`src/hdl/assert_macros.svh`:
```
// Assertion macros shared by the curve evaluator RTL.
`ifndef ASSERT_MACROS_SVH
`define ASSERT_MACROS_SVH

// Same-cycle implication, disabled while reset is held.
`define ASSERT_IMPLY(lbl, clk, rst_n, ante, cons) \
    lbl: assert property (@(posedge clk) disable iff (!rst_n) (ante) |-> (cons)) \
        else $error("assertion failed");

// Next-cycle implication, disabled while reset is held.
`define ASSERT_NEXT(lbl, clk, rst_n, ante, cons) \
    lbl: assert property (@(posedge clk) disable iff (!rst_n) (ante) |=> (cons)) \
        else $error("assertion failed");

`endif

```
`src/hdl/ppce_pkg.sv`:
```
// Types, codes and saturating Q16.16 helpers of the curve evaluator.
`timescale 1ns / 1ps
package ppce_pkg;

    typedef logic signed [31:0] t_q;

    typedef enum logic [1:0] {
        CMD_EVAL = 2'd0,
        CMD_POLY = 2'd1,
        CMD_HERM = 2'd2,
        CMD_NOP  = 2'd3
    } t_cmd;

    typedef enum logic [1:0] {
        ST_OK      = 2'd0,
        ST_FULL    = 2'd1,
        ST_NOCOEF  = 2'd2,
        ST_ZEROLEN = 2'd3
    } t_status;

    typedef enum logic [1:0] {
        OP_EVAL = 2'd0,
        OP_POLY = 2'd1,
        OP_HERM = 2'd2,
        OP_DONE = 2'd3
    } t_op;

    localparam logic [1:0] CFG_GAIN  = 2'd0;
    localparam logic [1:0] CFG_BIAS  = 2'd1;
    localparam logic [1:0] CFG_LIMIT = 2'd2;

    localparam t_q Q_MAX      = 32'sh7FFF_FFFF;
    localparam t_q Q_MIN      = 32'sh8000_0000;
    localparam t_q GAIN_RESET = 32'sh0001_0000;
    localparam t_q BIAS_RESET = 32'sh0000_0000;
    localparam t_q LIMIT_RESET = 32'shFFFF_0000;

    typedef struct packed {
        t_q gain;
        t_q bias;
        t_q limit;
    } t_cfg;

    // One classified word as it waits in the queue.
    typedef struct packed {
        t_op        op;
        t_status    status;
        t_q         position;
        t_q         fallback;
        t_q         ca;
        t_q         cb;
        t_q         cc;
        t_q         cd;
        logic [2:0] count;
        t_q         lo;
        t_q         hi;
    } t_item;

    function automatic t_q sat33(input logic signed [32:0] x);
        if (x[32] == x[31]) return x[31:0];
        else if (x[32]) return Q_MIN;
        else return Q_MAX;
    endfunction

    function automatic t_q sat48(input logic signed [47:0] x);
        if ((&x[47:31]) || !(|x[47:31])) return x[31:0];
        else if (x[47]) return Q_MIN;
        else return Q_MAX;
    endfunction

    function automatic t_q q_add(input t_q a, input t_q b);
        logic signed [32:0] s;
        s = {a[31], a} + {b[31], b};
        return sat33(s);
    endfunction

    function automatic t_q q_sub(input t_q a, input t_q b);
        logic signed [32:0] s;
        s = {a[31], a} - {b[31], b};
        return sat33(s);
    endfunction

    // Floor shift of an exact product, then saturation.
    function automatic t_q q_mul_fin(input logic signed [63:0] p);
        return sat48(p[63:16]);
    endfunction

endpackage

```
`src/hdl/ppce_if.sv`:
```
// Handshake interfaces of the command and result channels.
`timescale 1ns / 1ps
interface ppce_in_if;
    logic              valid;
    logic              ready;
    logic [1:0]        command;
    logic signed [31:0] position;
    logic signed [31:0] fallback_value;
    logic signed [31:0] coeff_a;
    logic signed [31:0] coeff_b;
    logic signed [31:0] coeff_c;
    logic signed [31:0] coeff_d;
    logic [2:0]        coeff_count;
    logic signed [31:0] bound_low;
    logic signed [31:0] bound_high;

    modport source (output valid, command, position, fallback_value, coeff_a, coeff_b,
                    coeff_c, coeff_d, coeff_count, bound_low, bound_high,
                    input ready);
    modport sink (input valid, command, position, fallback_value, coeff_a, coeff_b,
                  coeff_c, coeff_d, coeff_count, bound_low, bound_high,
                  output ready);
endinterface


```
`src/hdl/ppce_front.sv`:
```
// Front end: accepts command words, classifies them and queues them.
`timescale 1ns / 1ps
module ppce_front #(
    parameter int MAX_COEFFS = 4
) (
    input  logic            i_clk,
    input  logic            i_rst_n,
    ppce_in_if.sink         i_item,
    output ppce_pkg::t_item o_head,
    output logic            o_head_valid,
    input  logic            i_pop
);
    import ppce_pkg::*;

    localparam int QD = 2;

    t_item      r_q [QD];
    logic       r_wp;
    logic       r_rp;
    logic [1:0] r_cnt;
    t_item      w_cls;
    logic       w_push;

    // Rejects that need no table state are settled here.
    always_comb begin
        w_cls.op       = OP_DONE;
        w_cls.status   = ST_OK;
        w_cls.position = i_item.position;
        w_cls.fallback = i_item.fallback_value;
        w_cls.ca       = i_item.coeff_a;
        w_cls.cb       = i_item.coeff_b;
        w_cls.cc       = i_item.coeff_c;
        w_cls.cd       = i_item.coeff_d;
        w_cls.count    = (i_item.coeff_count > 3'(MAX_COEFFS)) ? 3'(MAX_COEFFS)
                                                                : i_item.coeff_count;
        w_cls.lo       = i_item.bound_low;
        w_cls.hi       = i_item.bound_high;
        unique case (t_cmd'(i_item.command))
            CMD_EVAL: w_cls.op = OP_EVAL;
            CMD_POLY: begin
                if (i_item.coeff_count == 3'd0) w_cls.status = ST_NOCOEF;
                else w_cls.op = OP_POLY;
            end
            CMD_HERM: begin
                if (i_item.bound_high == i_item.bound_low) w_cls.status = ST_ZEROLEN;
                else w_cls.op = OP_HERM;
            end
            CMD_NOP: w_cls.op = OP_DONE;
        endcase
    end

    assign i_item.ready = (r_cnt != 2'(QD));
    assign w_push       = i_item.valid && i_item.ready;
    assign o_head       = r_q[r_rp];
    assign o_head_valid = (r_cnt != 2'd0);

    always_ff @(posedge i_clk) begin
        if (w_push) r_q[r_wp] <= w_cls;
    end

    always_ff @(posedge i_clk) begin
        if (!i_rst_n) begin
            r_wp  <= 1'b0;
            r_rp  <= 1'b0;
            r_cnt <= 2'd0;
        end else begin
            if (w_push) r_wp <= ~r_wp;
            if (i_pop) r_rp <= ~r_rp;
            if (w_push && !i_pop) r_cnt <= r_cnt + 2'd1;
            else if (!w_push && i_pop) r_cnt <= r_cnt - 2'd1;
        end
    end

endmodule

```
`src/flat_wrapper.sv`:
```
// flat-port wrapper written by rule: the top's interface ports become plain ports
module ppce_front_flat import ppce_pkg::*;
#(
    parameter int MAX_COEFFS = 4
)
  (i_clk, i_rst_n, o_head, o_head_valid, i_pop, i_item_valid, i_item_command, i_item_position, i_item_fallback_value, i_item_coeff_a, i_item_coeff_b, i_item_coeff_c, i_item_coeff_d, i_item_coeff_count, i_item_bound_low, i_item_bound_high, i_item_ready);
  ppce_in_if i_item_i ();
  input  logic i_clk;
  input  logic i_rst_n;
  output ppce_pkg::t_item o_head;
  output logic o_head_valid;
  input  logic i_pop;
  input wire logic [$bits(i_item_i.valid)-1:0] i_item_valid;
  input wire logic [$bits(i_item_i.command)-1:0] i_item_command;
  input wire logic [$bits(i_item_i.position)-1:0] i_item_position;
  input wire logic [$bits(i_item_i.fallback_value)-1:0] i_item_fallback_value;
  input wire logic [$bits(i_item_i.coeff_a)-1:0] i_item_coeff_a;
  input wire logic [$bits(i_item_i.coeff_b)-1:0] i_item_coeff_b;
  input wire logic [$bits(i_item_i.coeff_c)-1:0] i_item_coeff_c;
  input wire logic [$bits(i_item_i.coeff_d)-1:0] i_item_coeff_d;
  input wire logic [$bits(i_item_i.coeff_count)-1:0] i_item_coeff_count;
  input wire logic [$bits(i_item_i.bound_low)-1:0] i_item_bound_low;
  input wire logic [$bits(i_item_i.bound_high)-1:0] i_item_bound_high;
  output wire logic [$bits(i_item_i.ready)-1:0] i_item_ready;
  assign i_item_i.valid = i_item_valid;
  assign i_item_i.command = i_item_command;
  assign i_item_i.position = i_item_position;
  assign i_item_i.fallback_value = i_item_fallback_value;
  assign i_item_i.coeff_a = i_item_coeff_a;
  assign i_item_i.coeff_b = i_item_coeff_b;
  assign i_item_i.coeff_c = i_item_coeff_c;
  assign i_item_i.coeff_d = i_item_coeff_d;
  assign i_item_i.coeff_count = i_item_coeff_count;
  assign i_item_i.bound_low = i_item_bound_low;
  assign i_item_i.bound_high = i_item_bound_high;
  assign i_item_ready = i_item_i.ready;
  ppce_front #(.MAX_COEFFS(MAX_COEFFS)) u_core (.i_clk(i_clk), .i_rst_n(i_rst_n), .i_item(i_item_i), .o_head(o_head), .o_head_valid(o_head_valid), .i_pop(i_pop));
endmodule
```
`config.mk`:
```
export PLATFORM = sky130hd
export DESIGN_NAME = ppce_front_flat
export DESIGN_NICKNAME = d
export VERILOG_FILES = /design/src/hdl/assert_macros.svh /design/src/hdl/ppce_pkg.sv /design/src/hdl/ppce_if.sv /design/src/hdl/ppce_front.sv /design/src/flat_wrapper.sv
export SDC_FILE = /design/constraint.sdc
export NUM_CORES = 1
export LEC_CHECK = 0
export ABC_AREA = 1
export BUFFER_PORTS_ARGS = -buffer_cell sky130_fd_sc_hd__buf_2
export CAP_MARGIN = 10
export CORE_ASPECT_RATIO = 0.8
export CORE_MARGIN = 4
export CORE_UTILIZATION = 55
export CTS_CLUSTER_SIZE = 16
export DETAILED_ROUTE_END_ITERATION = 8
export PLACE_DENSITY = 0.83
export SYNTH_ARGS = -nofsm -noshare
export SYNTH_HDL_FRONTEND = slang
export SYNTH_SLANG_ARGS = --single-unit
```
`constraint.sdc`:
```
create_clock -name i_clk -period 36.4 [get_ports i_clk]
set_clock_uncertainty 0.05 [all_clocks]
set_input_delay 1.82 -clock i_clk [delete_from_list [all_inputs] [get_ports i_clk]]
set_output_delay 1.82 -clock i_clk [all_outputs]
set_load 0.02 [all_outputs]
```
==> flow_summary.json <==
{
  "yosysWarnings": 0,
  "maxSlewViolCount": 0,
  "syn_avg_cell_area_um2": 19.4,
  "synthTopCellsByCount": "edfxtp_1, mux2_2, nand2_1",
  "path_clk_slew_ps": 60,
  "rr_worst_depth": 6,
  "clkLatencyLatePin_ps": 560,
  "ys_seq_area_share_pct": 78.0,
  "antenna_found_initial": 19,
  "gp_congestion": 0.844,
  "gr-total-overflow": 0,
  "worst-path-max-fanout": 69,
  "fin_nets": 1882,
  "dieWidth_um": 223,
  "outcome": "finished, final reports clean",
  "ys_async_sr_fraction_pct": 0,
  "grt_max_degree": 163,
  "reg2reg_from": "u_core.r_cnt[0]",
  "arrival_ps": 2920,
  "io_buffers": 529,
  "tns_ps": 0,
  "tritoncts": "done",
  "setup_viol": 0,
  "fp-row-count": 62,
  "dieHeight_um": 180,
  "routed_wl_um": 49000,
  "ir_worst_vdd_mv": 0.0476,
  "fin_crit_sh_pct": 13.2,
  "grt_pass1_vias": 11900,
  "hold_start": "u_core.r_cnt[1]",
  "worst_pin_slew_ps": 1220,
  "postCtsSetupRepairBufs": 0,
  "antenna_left": 0,
  "grt_pass1_wl_um": 72100,
  "drc": 0,
  "numCtsBuffers": 50,
  "whs_endpoint": "u_core.r_cnt[1]",
  "cp-start-kind": "flop",
  "yosys.area.top_type": "edfxtp_1",
  "worstPathCellList": "buf_4, mux2_2, buf_2",
  "ys.flop_type": "edfxtp_1",
  "clkSinkCount": 531,
  "dieArea_um2": 40200,
  "worst_hold_slack_ps": 486,
  "syn_area_um2": 20400,
  "drive_above_1_share_pct": 53.2,
  "hold_viol": 0,
  "synth_edf_count": 526,
  "hold_class": "flop to flop",
  "r2r_end": "u_core.r_q[1][130]",
  "drt-pass1-iter-count": 5,
  "path_class": "flop to output pin",
  "max_slew_margin_pct": 18.5,
  "p_leak_uw": 0.00981,
  "drtIter0Drc": 940,
  "start_util_pct": 56.3,
  "yosysMostFrequentCell": "edfxtp_1",
  "ys_ff_latch": 531,
  "synthTopCellsByArea": "edfxtp_1, mux2_2, mux2_4",
  "required_ps": 34530,
  "synth_top_area_share_pct": 77.5,
  "pre_cts_slack_ps": 31180,
  "cp_top_family": "buffers and inverters",
  "powerDensity_nw_per_um2": 58.3,
  "ioPinCount": 530,
  "timing.fmax_mhz": 209,
  "grt_usage_pct": 23.4,
  "ctsHoldBuffers": 0,
  "vias": 11500,
  "ctsHtreeMaxLevel": 2,
  "cpPeakStageDelay_ps": 950,
  "vias_per_cell": 5.36,
  "cts_buffer_depth": 3,
  "post-dp-hpwl_um": 33800,
  "cts_resized": 0,
  "slowest_stage": "buf_4",
  "setup_slack_ps": 31610,
  "synth_nets": 1321,
  "areaGrowthSynthToFinish_pct": 23.5,
  "path_buf_inv": 2,
  "hold_depth": 2,
  "r2r_slack_ps": 32590,
  "cap_viol_max_count": 0,
  "ys_types": 24,
  "clock-root-buffer": "clkbuf_16",
  "worstSetupEndpointType": "output pin",
  "min_period_ps": 4790,
  "wl_per_cell_um": 22.9,
  "syn_inst": 1051,
  "coreArea_um2": 36200,
  "nFillCells": 2297,
  "rsz0062_at_grt": "false"
}
kinds of logic after synthesis:
kind of cell | synth area share [%]
simple gates | 2.73
fa+ha+maj | 0.307
buf+inv | 2.11
compound gates | 0.479
flops | 78.0
mux | 15.8
xor+xnor | 0.559
placed cells by master (no fill, tap or decap), types with 9 or more instances in the layout:
| cell | n |
|---|---|
| buf_2 | 529 |
| edfxtp_1 | 526 |
| mux2_2 | 193 |
| nand2_1 | 75 |
| mux2_4 | 70 |
| inv_1 | 54 |
| clkbuf_16 | 53 |
| nor2_1 | 38 |
| clkinv_1 | 12 |
| o21ai_0 | 11 |
| xnor2_1 | 11 |
| clkbuf_1 | 10 |
| diode_2 | 9 |
| buf_4 | 9 |
sequential cells by signal, indices dropped and copies added (netlist names), named ones only:
name	flops
u_core.r_cnt	2
u_core.r_q	526
u_core.r_wp	1
u_core.r_rp	1
stage by stage:
| step | area (um2) | utilization, % | power, uW | std cells |
|---|---|---|---|---|
| after floorplan | 20400 | - | 901 | 1051 |
| after global placement | 23500 | 64.9 | 953 | 2040 |
| after detailed placement | 23500 | 64.9 | 960 | 2040 |
| after CTS | 25100 | 69.4 | 1480 | 2132 |
| after global routing | 25200 | 69.5 | 1520 | 2140 |
| final | 25200 | 69.5 | 1470 | 2141 |
tightest hold or removal path, cell delays in order (launching register included):
cell and delay [ps]:
dfxtp_1 310, inv_1 100, a21oi_1 80
cell type report:
class / instances / area, um2 / share of cell area [%]
diodes: 9 / 22.5 / 0.0895
clock buffers: 63 / 1360 / 5.42
clock inverters: 29 / 277 / 1.10
inverters: 54 / 203 / 0.805
multi-input cells: 436 / 4070 / 16.2
flip-flops and latches: 531 / 15900 / 63.2
well taps: 480 / 601 / 2.39
repair buffers: 539 / 2740 / 10.9
layer usage:
layer,up-vias,wire length [um],GRT usage (%)
li1,5119,-,-
met1,5701,17500,27.4
met2,510,24800,40.0
met3,126,4610,7.79
met4,18,1950,9.27
met5,-,106,0
worst max-delay path by stage:
stage	endpoint	depth (start not counted)
2_1_floorplan	u_core.r_q[1][0]	2
3_3_place_gp	u_core.r_q[1][125]	5
3_5_place_dp	u_core.r_q[1][163]	5
4_1_cts	o_head[136]	3
5_1_grt	o_head[131]	3
6_report	o_head[138]	3
where the power goes:
group          internal (uW)  switching, uW  leakage, uW
combinational           75.7            128      0.00407
clock                    301            218     0.000799
sequential               731           13.4      0.00495
Note: power is estimated with default switching activity, not from simulation.
