==> src/hdl/assert_macros.svh <==
// Assertion macros shared by the curve evaluator RTL.
`ifndef ASSERT_MACROS_SVH
`define ASSERT_MACROS_SVH

// Same-cycle implication, disabled while reset is held.
`define ASSERT_IMPLY(lbl, clk, rst_n, ante, cons) \
    lbl: assert property (@(posedge clk) disable iff (!rst_n) (ante) |-> (cons)) \
        else $error("assertion failed");

// Next-cycle implication, disabled while reset is held.
`define ASSERT_NEXT(lbl, clk, rst_n, ante, cons) \
    lbl: assert property (@(posedge clk) disable iff (!rst_n) (ante) |=> (cons)) \
        else $error("assertion failed");

`endif

==> src/hdl/ppce_pkg.sv <==
// Types, codes and saturating Q16.16 helpers of the curve evaluator.
`timescale 1ns / 1ps
package ppce_pkg;

    typedef logic signed [31:0] t_q;

    typedef enum logic [1:0] {
        CMD_EVAL = 2'd0,
        CMD_POLY = 2'd1,
        CMD_HERM = 2'd2,
        CMD_NOP  = 2'd3
    } t_cmd;

    typedef enum logic [1:0] {
        ST_OK      = 2'd0,
        ST_FULL    = 2'd1,
        ST_NOCOEF  = 2'd2,
        ST_ZEROLEN = 2'd3
    } t_status;

    typedef enum logic [1:0] {
        OP_EVAL = 2'd0,
        OP_POLY = 2'd1,
        OP_HERM = 2'd2,
        OP_DONE = 2'd3
    } t_op;

    localparam logic [1:0] CFG_GAIN  = 2'd0;
    localparam logic [1:0] CFG_BIAS  = 2'd1;
    localparam logic [1:0] CFG_LIMIT = 2'd2;

    localparam t_q Q_MAX      = 32'sh7FFF_FFFF;
    localparam t_q Q_MIN      = 32'sh8000_0000;
    localparam t_q GAIN_RESET = 32'sh0001_0000;
    localparam t_q BIAS_RESET = 32'sh0000_0000;
    localparam t_q LIMIT_RESET = 32'shFFFF_0000;

    typedef struct packed {
        t_q gain;
        t_q bias;
        t_q limit;
    } t_cfg;

    // One classified word as it waits in the queue.
    typedef struct packed {
        t_op        op;
        t_status    status;
        t_q         position;
        t_q         fallback;
        t_q         ca;
        t_q         cb;
        t_q         cc;
        t_q         cd;
        logic [2:0] count;
        t_q         lo;
        t_q         hi;
    } t_item;

    function automatic t_q sat33(input logic signed [32:0] x);
        if (x[32] == x[31]) return x[31:0];
        else if (x[32]) return Q_MIN;
        else return Q_MAX;
    endfunction

    function automatic t_q sat48(input logic signed [47:0] x);
        if ((&x[47:31]) || !(|x[47:31])) return x[31:0];
        else if (x[47]) return Q_MIN;
        else return Q_MAX;
    endfunction

    function automatic t_q q_add(input t_q a, input t_q b);
        logic signed [32:0] s;
        s = {a[31], a} + {b[31], b};
        return sat33(s);
    endfunction

    function automatic t_q q_sub(input t_q a, input t_q b);
        logic signed [32:0] s;
        s = {a[31], a} - {b[31], b};
        return sat33(s);
    endfunction

    // Floor shift of an exact product, then saturation.
    function automatic t_q q_mul_fin(input logic signed [63:0] p);
        return sat48(p[63:16]);
    endfunction

endpackage

==> src/hdl/ppce_div.sv <==
// Bit-serial saturating Q16.16 divider, one quotient bit per cycle.
`timescale 1ns / 1ps
module ppce_div (
    input  logic         i_clk,
    input  logic         i_rst_n,
    input  logic         i_start,
    input  ppce_pkg::t_q i_num,
    input  ppce_pkg::t_q i_den,
    output logic         o_done,
    output ppce_pkg::t_q o_quot
);
    import ppce_pkg::*;

    localparam int NB = 48;

    logic              r_busy;
    logic              r_done;
    logic [5:0]        r_cnt;
    logic [31:0]       r_rem;
    logic [NB-1:0]     r_quo;
    logic [31:0]       r_den;
    logic              r_neg;
    logic [32:0]       w_rem_sh;
    logic [33:0]       w_diff;
    logic [31:0]       w_num_mag;
    logic [31:0]       w_den_mag;

    assign w_num_mag = i_num[31] ? 32'(-i_num) : 32'(i_num);
    assign w_den_mag = i_den[31] ? 32'(-i_den) : 32'(i_den);
    assign w_rem_sh  = {r_rem, r_quo[NB-1]};
    assign w_diff    = {1'b0, w_rem_sh} - {2'b00, r_den};

    always_ff @(posedge i_clk) begin
        if (!i_rst_n) begin
            r_busy <= 1'b0;
            r_done <= 1'b0;
            r_cnt  <= 6'd0;
        end else begin
            r_done <= 1'b0;
            if (i_start) begin
                r_busy <= 1'b1;
                r_cnt  <= 6'd0;
            end else if (r_busy) begin
                r_cnt <= r_cnt + 6'd1;
                if (r_cnt == 6'(NB - 1)) begin
                    r_busy <= 1'b0;
                    r_done <= 1'b1;
                end
            end
        end
    end

    always_ff @(posedge i_clk) begin
        if (i_start) begin
            r_rem <= 32'd0;
            r_quo <= {w_num_mag, 16'h0000};
            r_den <= w_den_mag;
            r_neg <= i_num[31] ^ i_den[31];
        end else if (r_busy) begin
            if (!w_diff[33]) begin
                r_rem <= w_diff[31:0];
                r_quo <= {r_quo[NB-2:0], 1'b1};
            end else begin
                r_rem <= w_rem_sh[31:0];
                r_quo <= {r_quo[NB-2:0], 1'b0};
            end
        end
    end

    always_comb begin
        if (r_neg) begin
            if ((|r_quo[NB-1:32]) || (r_quo[31] && (|r_quo[30:0]))) o_quot = Q_MIN;
            else o_quot = -$signed(r_quo[31:0]);
        end else begin
            if (|r_quo[NB-1:31]) o_quot = Q_MAX;
            else o_quot = r_quo[31:0];
        end
    end

    assign o_done = r_done;

endmodule

==> config.mk <==
export PLATFORM = sky130hd
export DESIGN_NAME = ppce_div
export DESIGN_NICKNAME = d
export VERILOG_FILES = /design/src/hdl/assert_macros.svh /design/src/hdl/ppce_pkg.sv /design/src/hdl/ppce_div.sv
export SDC_FILE = /design/constraint.sdc
export NUM_CORES = 1
export LEC_CHECK = 0
export ABC_CLOCK_PERIOD_IN_PS = 5300
export BUFFER_PORTS_ARGS = -buffer_cell sky130_fd_sc_hd__clkbuf_2
export CAP_MARGIN = 25
export CORE_AREA = 2 2 126 128
export DETAILED_ROUTE_END_ITERATION = 6
export DIE_AREA = 0 0 128 130
export GPL_TIMING_DRIVEN = 0
export MAX_ROUTING_LAYER = met4
export PLACE_DENSITY_LB_ADDON = 0.15
export SKIP_LAST_GASP = 1
export SYNTH_ARGS = -nofsm -noshare
export SYNTH_HDL_FRONTEND = slang
export SYNTH_SLANG_ARGS = --single-unit
export TNS_END_PERCENT = 20
==> constraint.sdc <==
create_clock -name i_clk -period 5.3 [get_ports i_clk]
set_input_delay 1.59 -clock i_clk [delete_from_list [all_inputs] [get_ports i_clk]]
set_output_delay 1.59 -clock i_clk [all_outputs]
set_load 0.1 [all_outputs]
==> results of run 1 <==
## state kept, by name (all words and copies together) (netlist names)
signal and flops:
o_done 1, r_neg 1, r_cnt 6, r_rem 32, r_den 32, r_busy 1
r_quo 48
## cell type report
type                    count  area share
repair buffers            103      0.0734
clock inverters             8     0.00456
well taps                 192      0.0236
plain buffers              49      0.0212
inverters                  55      0.0203
flip-flops and latches    121       0.303
clock buffers              23      0.0472
multi-input cells         755       0.507
## worst reg2reg max path: stages, from the launching register on
cell	delay [ns]
dfxtp_1	0.39
ha_1	0.25
clkbuf_1	0.19
a21oi_1	0.28
o21ai_1	0.09
a221o_1	0.31
a311oi_1	0.52
a21boi_1	0.20
o21bai_1	0.21
clkbuf_1	0.38
clkbuf_1	0.43
a32oi_1	0.17
o21ai_0	0.11
## cells in the final DEF, fill, tap and decap left out, types with 8 or more instances in the layout
cell type,n
ha_1,35
clkbuf_1,43
o41ai_1,9
xnor2_1,69
clkbuf_2,72
xor2_1,22
nor2_1,98
clkbuf_8,9
dfxtp_1,54
a21oi_1,58
nand2_1,105
a211oi_1,15
a32oi_1,9
o31ai_1,18
clkbuf_16,18
nor4_1,11
o21ai_0,65
edfxtp_1,65
nor3_1,16
nand3_1,10
mux2i_1,21
inv_1,53
nand2b_1,11
a31oi_1,15
or4_1,12
a22o_1,31
a21o_1,20
buf_4,8
## worst max path at each step
stage | from | endpoint | slack (ns) | cells after the start
6_report | r_quo[5]$_SDFFE_PP0P_ | o_quot[29] | 0.05 | 11
5_1_grt | r_quo[43]$_DFFE_PP_ | o_quot[8] | -0.11 | 9
4_1_cts | r_quo[5]$_SDFFE_PP0P_ | o_quot[27] | -0.07 | 10
3_5_place_dp | r_quo[0]$_SDFFE_PP0P_ | o_quot[16] | -0.01 | 14
3_3_place_gp | r_quo[0]$_SDFFE_PP0P_ | o_quot[16] | -0.009 | 14
2_1_floorplan | r_quo[0]$_SDFFE_PP0P_ | o_quot[20] | -0.93 | 7
## routing by layer
layer / vias up / global-route usage / part of all wire
li1: 3831 / - / -
met5: - / - / 0
met2: 260 / 0.433 / 0.48
met1: 3500 / 0.331 / 0.45
met4: 0 / 0.0957 / 0.024
met3: 40 / 0.0435 / 0.052
## cell families after synthesis
logic type      share of synthesized area
compound gates                      0.228
buf+inv                            0.0477
xor+xnor                           0.0944
flops                               0.364
mux                                0.0249
simple gates                        0.185
fa+ha+maj                          0.0557
## through the flow
step / power [mW] / area, µm² / TNS (ns)
6_report: 2.93 / 10200 / 0
5_1_grt: 3.06 / 10200 / -0.851
4_1_cts: 2.93 / 10000 / -0.482
3_5_place_dp: 1.86 / 9290 / -0.0102
3_3_place_gp: 1.85 / 9260 / -0.00854
2_1_floorplan: 1.69 / 8530 / -8.63
## power groups by stage
stage | Clock [mW] | Sequential (mW) | Combinational [mW]
after global routing | 1.08 | 1.13 | 0.843
after CTS | 1.05 | 1.12 | 0.764
after floorplan | 0 | 1.12 | 0.572
final | 1.02 | 1.12 | 0.785
after detailed placement | 0 | 1.14 | 0.728
after global placement | 0 | 1.13 | 0.719
## repair_timing
item                                    4_1_cts  5_1_grt
setup buffers                                 2        1
resized for setup                            50       45
endpoints found under the setup margin       29       29
pin swaps                                     1        4
==> key figures, run 1 <==
Outcome
  – Status: finished, final reports clean

Placed design
  – HPWL after DPL: 15.8 mm
  – GPL Wtd Cong: 0.913
  – Post-Place Cells: about 1300
  – Post-Place Setup Slack: -0.0102 ns
  – Port bufs: 99

Drt
  – Via density: 5.84
  – 1st-iter DRT viols: roughly 600
  – Post-route ant nets: 0
  – DRC: 0
  – Routed WL per cell: 16.1 µm
  – Post-Route WL: around 21 mm
  – DR vias: 7631
  – 1st-pass router iterations: 5

Power
  – Power share of the clock group: 0.350
  – Switch Pwr: 0.966 mW
  – Max VDD drop: roughly 0.22 mV
  – P_leak: 4.15 nW
  – Flop pwr share: 0.382
  – Combinational share of power: 0.268
  – Pwr per Cell Area: 288 nW/µm²
  – Sw Ratio: 0.330
  – Internal power: 1.96 mW

Worst setup path
  – Worst Setup Start Kind: register
  – WS Path Type: register to primary output
  – CP bufs+invs: 2
  – R2R setup slack: 1.71 ns
  – Required time worst endpoint: 3.71 ns
  – CP delay by family, top: simple AND/OR/NAND/NOR gates
  – Ordered list of cells on the worst path: buf_2, or4_1, nand4bb_1, or2_2, or4_4, or3_4, nor4_4, a21bo_2, nand2_1, o311ai_2, buf_6
  – WP data arrival: about 3.7 ns
  – Max incr delay on CP: 0.54 ns
  – Critical path endpoint category: primary output
  – FF-to-FF Start: r_rem[9]$_SDFFE_PP0P_
  – CP Max Fanout: 9
  – Reg2Reg Depth: 12
  – Slowest-stage cell, CP: or4_1
  – FF-to-FF End: r_rem[19]$_SDFFE_PP0P_

STA
  – Max Slew Vio Count: 0
  – Clock period minus worst slack: ~5.3 ns
  – Final critical-path setup slack: 0.0460 ns
  – Achievable Freq: 190 MHz
  – Final setup skew: ~0.0081 ns
  – Min Hold Slack: 0.488 ns
  – Hold Vio Cnt, Final: 0
  – Final setup fails: 0
  – Relative slew margins: 0.431
  – Crit share post-route: 0.991
  – Worst Max-Slew Pin Slew: 0.853 ns
  – RSZ-0062 raised after global routing: true

Hold path
  – Hold depth: 2
  – Worst Hold Class: register to register
  – Hold Path End: o_done$_SDFF_PP0_
  – Hold_sp: r_busy$_SDFF_PN0_

Finish
  – Area occupied by multi-input gates: 5150 µm²
  – Fillers: 1326
  – Non-Filler Instances: 1306
  – # diodes: 0
  – FF/Latch Area: slightly above 3000 µm²
  – Share of layout cells above drive strength 1: 0.165
  – Final Util: 0.659
  – Final Net Count: 1206
  – Synth-to-layout area growth: 20.3%

Clocking
  – Bufs on Longest Clock Path: 2
  – Clock tree sinks: 121
  – TritonCTS buffer count: 17
  – Root Buffer Master: clkbuf_16
  – Worst skew pair latency: 0.42 ns
  – Worst-path clk slew: 0.06 ns
  – Hold buffer count at CTS: 0
  – CTS tree: built
  – H-tree lvl count: 4

Yosys
  – Dominant synthesized flop cell: edfxtp_1
  – Asr flop ratio synth: 0
  – Yosys cell types: 66
  – Number of enable flip-flop cells after synthesis: 65
  – Synth top area share: 0.231
  – Yosys reg bits: about 120
  – Mapped Area: 8450 µm²
  – Syn_nets: 1084
  – Most frequent cell after synthesis: nand2_1
  – Synth area leaders: edfxtp_1 23%, dfxtp_1 13%, xnor2_1 7.2%
  – Synth warn: 0
  – Synth area leader: edfxtp_1
  – Register area share after synthesis: 0.364
  – Commonest cells post-synth: 105 x nand2_1, 98 x nor2_1, 69 x xnor2_1, 65 x edfxtp_1, 65 x o21ai_0
  – Cell count after synthesis: 980
  – Syn Area/Cell: 8.62 µm²

Global routing
  – Global route total overflow: 0
  – Largest net degree at the start of global routing: 36
  – Global-route wire length before repair: 33.9 mm
  – Initial antenna violation count: 0
  – Gr usage total: 0.264
  – Number of global-route vias before repair: 6869

Die
  – Initial Util: 0.548
  – Row Count: 46
  – Die X: roughly 130 µm
  – Die area: 16600 µm²
  – Die H: between 100 and 150 µm
  – Io pins: 100
  – Core Region: 15400 µm²

Flow run
  – MaxCap Viol Count: 0
(Power assumes the default switching activity.)
==> run 2, diff against run 1 <==
--- a/config.mk
+++ b/config.mk
@@ -13,7 +13,7 @@
 export DIE_AREA = 0 0 128 130
 export GPL_TIMING_DRIVEN = 0
 export MAX_ROUTING_LAYER = met4
-export PLACE_DENSITY_LB_ADDON = 0.15
+export PLACE_DENSITY_LB_ADDON = 0.1
 export SKIP_LAST_GASP = 1
 export SYNTH_ARGS = -nofsm -noshare
 export SYNTH_HDL_FRONTEND = slang
==> run 2 against run 1 <==
The run now ends with negative setup slack left. Die area unchanged. Total power up 3.9%. Sequential cell count unchanged. Sequential share of layout area down 0.18 points. Worst hold slack worse by 0.0067 ns. Cell area up 0.53%.
==> key figures, run 2 (synthesis results as in run 1) <==
Worst setup path
  – R2R setup slack: 1.60 ns (was 1.71 ns)
  – Worst Setup Start Kind: register (unchanged)
  – Ordered list of cells on the worst path: inv_2, ha_2, or4b_4, or3_1, buf_2, nor4_4, nand3b_1, o21ai_2, nor2b_2, buf_6, buf_6, nand2_1, a21oi_1, clkbuf_8 (was buf_2, or4_1, nand4bb_1, or2_2, or4_4, or3_4, nor4_4, a21bo_2, nand2_1, o311ai_2, buf_6)
  – FF-to-FF End: r_rem[26]$_SDFFE_PP0P_ (was r_rem[19]$_SDFFE_PP0P_)
  – Critical path endpoint category: primary output (unchanged)
  – Max incr delay on CP: 0.49 ns (was 0.54 ns)
  – Slowest-stage cell, CP: or4b_4 (was or4_1)
  – CP Max Fanout: 10 (was 9)
  – WP data arrival: 3.71 ns (was 3.66 ns)
  – WS Path Type: register to primary output (unchanged)
  – Required time worst endpoint: 3.71 ns (about the same)
  – CP bufs+invs: 5 (was 2)
  – Worst Setup SP: r_quo[0]$_SDFFE_PP0P_ (was r_quo[5]$_SDFFE_PP0P_)
  – Top cell by count, worst path: buf_6
  – Reg2Reg Depth: 12 (unchanged)
  – CP delay by family, top: simple AND/OR/NAND/NOR gates (unchanged)
  – FF-to-FF Start: r_rem[9]$_SDFFE_PP0P_ (unchanged)

Finish
  – # diodes: 0 (unchanged)
  – Final Net Count: 1206 (unchanged)
  – Max reg flops: 48 (unchanged)
  – Commonest non-fill, non-tap cell in the layout: nand2_1 (unchanged)
  – Synth-to-layout area growth: 20.9% (was 20.3%)
  – Final Util: 0.662 (was 0.659)
  – Design Area, Final: 10200 µm² (about the same)
  – Regs by FF count: r_quo (48), r_den (32), r_rem (32) (unchanged)
  – Share of layout cells above drive strength 1: 0.162 (was 0.165)
  – Top reg by flops: r_quo (unchanged)
  – FF/Latch Area: 3070 µm² (was 3080 µm²)
  – Area occupied by multi-input gates: 5110 µm² (was 5150 µm²)
  – Leading cell types in the layout, fill and taps excluded: 105 x nand2_1, 98 x nor2_1, 72 x clkbuf_2 (unchanged)
  – Fillers: 1331 (was 1326)
  – Non-Filler Instances: 1306 (unchanged)

Drt
  – Top Layer Used: met4 (unchanged)
  – DRC: 0 (unchanged)
  – DRT met1 WL: 9.65 mm (was 9.37 mm)
  – Post-Route WL: 21.0 mm (about the same)
  – 1st-pass router iterations: 5 (unchanged)
  – Routed WL per cell: 16.1 µm (about the same)
  – WL met2: 9.81 mm (was 10.0 mm)
  – Post-route ant nets: 0 (unchanged)
  – DR vias: 7667 (was 7631)
  – WL met3: 1.06 mm (was 1.08 mm)
  – 1st-iter DRT viols: 592 (was 587)
  – Via density: 5.87 (was 5.84)

STA
  – Final critical-path setup slack: -0.00230 ns (was 0.0460 ns)
  – Min Hold Slack: 0.481 ns (was 0.488 ns)
  – RSZ-0062 raised after global routing: true (unchanged)
  – Final setup skew: 0.00654 ns (was 0.00812 ns)
  – Achievable Freq: 189 MHz (was 190 MHz)
  – Relative slew margins: 0.447 (was 0.431)
  – Clock period minus worst slack: 5.30 ns (was 5.25 ns)
  – Hold Vio Cnt, Final: 0 (unchanged)
  – Max Slew Vio Count: 0 (unchanged)
  – Crit share post-route: 1.00 (was 0.991)
  – Worst Max-Slew Pin Slew: 0.830 ns (was 0.853 ns)
  – Final setup fails: 1 (was 0)

Placed design
  – HPWL after DPL: 15.7 mm (was 15.8 mm)
  – Post-Place Cells: 1272 (unchanged)
  – Dpl cell area: 9290 µm² (unchanged)
  – GPL Wtd Cong: 0.905 (was 0.913)
  – Port bufs: 99 (unchanged)

Global routing
  – Global-route wire length before repair: 34.0 mm (was 33.9 mm)
  – Gr usage total: 0.266 (was 0.264)
  – Initial antenna violation count: 0 (unchanged)
  – Global route total overflow: 0 (unchanged)
  – Number of global-route vias before repair: 6781 (was 6869)
  – Largest net degree at the start of global routing: 36 (unchanged)

Outcome
  – Status: complete, but fails checks (was finished, final reports clean)
  – Failing checks: negative setup slack

Clocking
  – Clock tree sinks: 121 (unchanged)
  – Bufs on Longest Clock Path: 2 (unchanged)
  – Worst-path clk slew: 0.05 ns (was 0.06 ns)
  – CTS tree: built (unchanged)
  – H-tree lvl count: 4 (unchanged)
  – Root Buffer Master: clkbuf_16 (unchanged)
  – TritonCTS buffer count: 17 (unchanged)
  – Worst skew pair latency: 0.42 ns (about the same)
  – Hold buffer count at CTS: 0 (unchanged)

Flow run
  – MaxCap Viol Count: 0 (unchanged)

Die
  – Io pins: 100 (unchanged)
  – Initial Util: 0.548 (unchanged)
  – Core Region: 15400 µm² (unchanged)
  – Die X: 128 µm (unchanged)
  – Row Count: 46 (unchanged)
  – Die area: 16600 µm² (unchanged)
  – Die H: 130 µm (unchanged)

Hold path
  – Hold_sp: r_busy$_SDFF_PN0_ (unchanged)
  – Worst Hold Class: register to register (unchanged)
  – Hold Path End: o_done$_SDFF_PP0_ (unchanged)
  – Hold depth: 2 (unchanged)

Power
  – P_leak: 4.18 nW (was 4.15 nW)
  – Max VDD drop: 0.240 mV (was 0.216 mV)
  – Pwr per Cell Area: 298 nW/µm² (was 288 nW/µm²)
run 2: cell types whose count changed in the layout (fill, tap and decap cells not counted), sizes merged:
cell and change:
clkinvlp -1, inv -1, buf -8, clkbuf +12, clkinv -2
run 2: tightest hold or removal path, delay by kind of cell, from the launching register on:
family                 cells  cell delay [ns]
AND/OR/NAND/NOR            1             0.05
buffers and inverters      1             0.07
flip-flops                 1             0.32
run 2: repair_timing:
item,4_1_cts,5_1_grt
setup endpoints to repair,29,32
pin swaps,5,1
buffers inserted,2,1
cloned,0,0
gates resized for setup,53,29
run 2: power breakdown:
group | switching [mW] | internal [mW] | leakage [nW]
registers | 0.0505 | 1.07 | 1.11
clock network | 0.412 | 0.728 | 0.291
logic | 0.517 | 0.269 | 2.77
total | 0.979 | 2.06 | 4.18
run 2: metrics by stage:
stage	setup TNS (ns)	worst slack, ns	power (mW)
2_1_floorplan	-8.63	-0.926	1.69
3_3_place_gp	-0.0231	-0.0119	1.86
3_5_place_dp	-0.0237	-0.0237	1.86
4_1_cts	-0.226	-0.0280	3.04
5_1_grt	-3.55	-0.201	3.16
6_report	-0.00230	-0.00230	3.04
run 2: worst max path at each step:
stage,slack (ns),endpoint,cells after the start
3_3_place_gp,-0.01,o_quot[16],14
2_1_floorplan,-0.93,o_quot[20],7
5_1_grt,-0.20,o_quot[20],7
4_1_cts,-0.03,o_quot[28],13
3_5_place_dp,-0.02,o_quot[16],14
6_report,-0.002,o_quot[17],14
run 2: per-layer routing:
metal  global-route usage  vias to the layer above
met4               0.0924                        0
met2                0.426                      256
li1                     -                     3837
met3               0.0508                       44
met5                    -                        -
met1                0.340                     3530
run 2: layout make-up:
class,instances,share of cell area
inverters,55,0.0202
flip-flops and latches,121,0.301
clock inverters,4,0.00257
plain buffers,49,0.0206
multi-input cells,755,0.501
well taps,192,0.0235
clock buffers,27,0.0555
repair buffers,103,0.0761
==> run 3, diff against run 2 <==
--- a/config.mk
+++ b/config.mk
@@ -5,7 +5,7 @@
 export SDC_FILE = /design/constraint.sdc
 export NUM_CORES = 1
 export LEC_CHECK = 0
-export ABC_CLOCK_PERIOD_IN_PS = 5300
+export ABC_CLOCK_PERIOD_IN_PS = 5020
 export BUFFER_PORTS_ARGS = -buffer_cell sky130_fd_sc_hd__clkbuf_2
 export CAP_MARGIN = 25
 export CORE_AREA = 2 2 126 128
@@ -14,6 +14,7 @@
 export GPL_TIMING_DRIVEN = 0
 export MAX_ROUTING_LAYER = met4
 export PLACE_DENSITY_LB_ADDON = 0.1
+export REMOVE_ABC_BUFFERS = 1
 export SKIP_LAST_GASP = 1
 export SYNTH_ARGS = -nofsm -noshare
 export SYNTH_HDL_FRONTEND = slang
==> constraint.sdc (replaced) <==
create_clock -name i_clk -period 5.02 [get_ports i_clk]
set_input_delay 1.506 -clock i_clk [delete_from_list [all_inputs] [get_ports i_clk]]
set_output_delay 1.506 -clock i_clk [all_outputs]
set_load 0.1 [all_outputs]
==> run 3 against run 2 <==
The run still ends with negative setup slack left. Global-route usage shrank 0.18 points. Register-to-register slack worse by 0.03 ns. Sequential cell count unchanged. Final cell count shrank 2.2%. Total power up 6.0%. Core utilization rose by 0.49 points. Critical path type unchanged. Critical endpoint is now o_quot[29]. Largest cell class unchanged.
==> key figures, run 3 (synthesis results as in run 1) <==
Global routing
  – Global route total overflow: 0 (unchanged)
  – Initial antenna violation count: 0 (unchanged)
  – Gr usage total: 0.264 (was 0.266)
  – Number of global-route vias before repair: 6890 (was 6781)
  – Largest net degree at the start of global routing: 62 (was 36)
  – Global-route wire length before repair: 33.9 mm (was 34.0 mm)

Drt
  – Routed WL per cell: 16.3 µm (was 16.1 µm)
  – Via density: 5.87 (about the same)
  – DRC: 0 (unchanged)
  – 1st-pass router iterations: 5 (unchanged)
  – 1st-iter DRT viols: 465 (was 592)
  – Post-route ant nets: 0 (unchanged)
  – DR vias: 7499 (was 7667)
  – Post-Route WL: 20.8 mm (was 21.0 mm)

Clocking
  – CTS tree: built (unchanged)
  – Worst skew pair latency: 0.42 ns (about the same)
  – Worst-path clk slew: 0.06 ns (was 0.05 ns)
  – Bufs on Longest Clock Path: 2 (unchanged)
  – Root Buffer Master: clkbuf_16 (unchanged)
  – Clock tree sinks: 121 (unchanged)
  – TritonCTS buffer count: 17 (unchanged)
  – H-tree lvl count: 4 (unchanged)

STA
  – Final setup fails: 2 (was 1)
  – Final setup skew: 0.00816 ns (was 0.00654 ns)
  – RSZ-0062 raised after global routing: true (unchanged)
  – Crit share post-route: 1.02
  – Final critical-path setup slack: -0.0874 ns (was -0.00230 ns)
  – Max Slew Vio Count: 0 (unchanged)
  – Clock period minus worst slack: 5.11 ns
  – Worst Max-Slew Pin Slew: 0.822 ns (was 0.830 ns)
  – Achievable Freq: slightly below 200 MHz
  – Min Hold Slack: 0.485 ns (was 0.481 ns)
  – Hold Vio Cnt, Final: 0 (unchanged)
  – Relative slew margins: 0.452 (was 0.447)
  – Sum Neg Setup Slack: -0.105 ns (was -0.00230 ns)

Die
  – Initial Util: 0.548 (unchanged)
  – Die H: 130 µm (unchanged)
  – Die X: 128 µm (unchanged)
  – Die area: 16600 µm² (unchanged)
  – Core Region: 15400 µm² (unchanged)
  – Row Count: 46 (unchanged)
  – Io pins: 100 (unchanged)

Finish
  – Area occupied by multi-input gates: 5220 µm² (was 5110 µm²)
  – Leading cell types in the layout, fill and taps excluded: 105 x nand2_1, 96 x nor2_1, 80 x clkbuf_2 (was 105 x nand2_1, 98 x nor2_1, 72 x clkbuf_2)
  – Commonest non-fill, non-tap cell in the layout: nand2_1 (unchanged)
  – Regs by FF count: r_quo (48), r_den (32), r_rem (32) (unchanged)
  – Fillers: 1306 (was 1331)
  – Design Area, Final: 10300 µm² (was 10200 µm²)
  – Final Util: 0.667 (was 0.662)
  – Final Net Count: 1176 (was 1206)
  – Max reg flops: 48 (unchanged)
  – # diodes: 0 (unchanged)
  – Top reg by flops: r_quo (unchanged)
  – Share of layout cells above drive strength 1: 0.184 (was 0.162)
  – Synth-to-layout area growth: 21.8% (was 20.9%)
  – FF/Latch Area: 3080 µm² (was 3070 µm²)

Placed design
  – Dpl cell area: 9190 µm² (was 9290 µm²)
  – HPWL after DPL: 14.4 mm (was 15.7 mm)
  – GPL Wtd Cong: 0.854 (was 0.905)
  – Post-Place Setup Slack: -0.709 ns (was -0.0237 ns)
  – Port bufs: 99 (unchanged)

Power
  – Max VDD drop: 0.246 mV (was 0.240 mV)
  – P_leak: 4.22 nW (was 4.18 nW)
  – Pwr per Cell Area: 314 nW/µm² (was 298 nW/µm²)

Worst setup path
  – WP data arrival: 3.60 ns (was 3.71 ns)
  – Required time worst endpoint: 3.51 ns (was 3.71 ns)
  – WS Path Type: register to primary output (unchanged)
  – Worst Setup Start Kind: register (unchanged)
  – Critical path endpoint category: primary output (unchanged)
  – CP Max Fanout: 7 (was 10)
  – R2R setup slack: 1.57 ns (was 1.60 ns)

Outcome
  – Status: complete, but fails checks (unchanged)
  – Failing checks: negative setup slack (unchanged)

Hold path
  – Worst Hold Class: register to register (unchanged)

Flow run
  – MaxCap Viol Count: 0 (unchanged)
run 3: power breakdown:
| part | total [mW] | internal, mW | switching (mW) |
|---|---|---|---|
| registers | 1.19 | 1.13 | 0.0631 |
| logic | 0.813 | 0.280 | 0.533 |
| clock network | 1.23 | 0.775 | 0.451 |
| total | 3.23 | 2.18 | 1.05 |
run 3: metrics by stage:
stage / instances / power (mW)
2_1_floorplan: 931 / 1.75
3_3_place_gp: 1222 / 1.93
3_5_place_dp: 1231 / 1.95
4_1_cts: 1270 / 3.23
5_1_grt: 1277 / 3.35
6_report: 1277 / 3.23
run 3: layout make-up:
cell class / count / area share
multi-input combinational: 756 / 0.508
sequential: 121 / 0.299
timing repair buffer: 121 / 0.0922
clock buffer: 19 / 0.0421
tap: 192 / 0.0233
inverter: 55 / 0.0203
clock inverter: 13 / 0.0150
run 3: worst paths after layout:
check | start | end | depth (start not counted)
hold reg to reg | r_rem[8]$_SDFFE_PP0P_ | r_rem[8]$_SDFFE_PP0P_ | 2
hold / removal | r_rem[8]$_SDFFE_PP0P_ | r_rem[8]$_SDFFE_PP0P_ | 2
setup / recovery | r_quo[6]$_SDFFE_PP0P_ | o_quot[29] | 10
setup reg to reg | r_den[11]$_DFFE_PP_ | r_rem[24]$_SDFFE_PP0P_ | 11
run 3: critical path: stages, from the launching register on:
cell,delay (ns)
dfxtp_1,0.37
or4_4,0.55
nand4bb_4,0.24
or2_4,0.27
or4_4,0.47
or3_4,0.38
nor4_4,0.24
a21bo_2,0.17
nand2_1,0.08
o311ai_4,0.13
clkbuf_16,0.27
run 3: metal layers:
metal | GRT usage | vias up | wire length [µm]
li1 | - | 3784 | -
met1 | 0.331 | 3487 | 9420
met2 | 0.439 | 204 | 10200
met3 | 0.0492 | 24 | 935
met4 | 0.0782 | 0 | 298
met5 | - | - | 0
run 3: timing repair:
action / in CTS / in global routing
gates resized for setup: 63 / 18
setup endpoints to repair: 29 / 32
cloned: 1 / 1
pin swaps: 10 / 6
setup buffers: 6 / 6
endpoints found under the hold margin: 0 / 0
hold buffers: 0 / 0
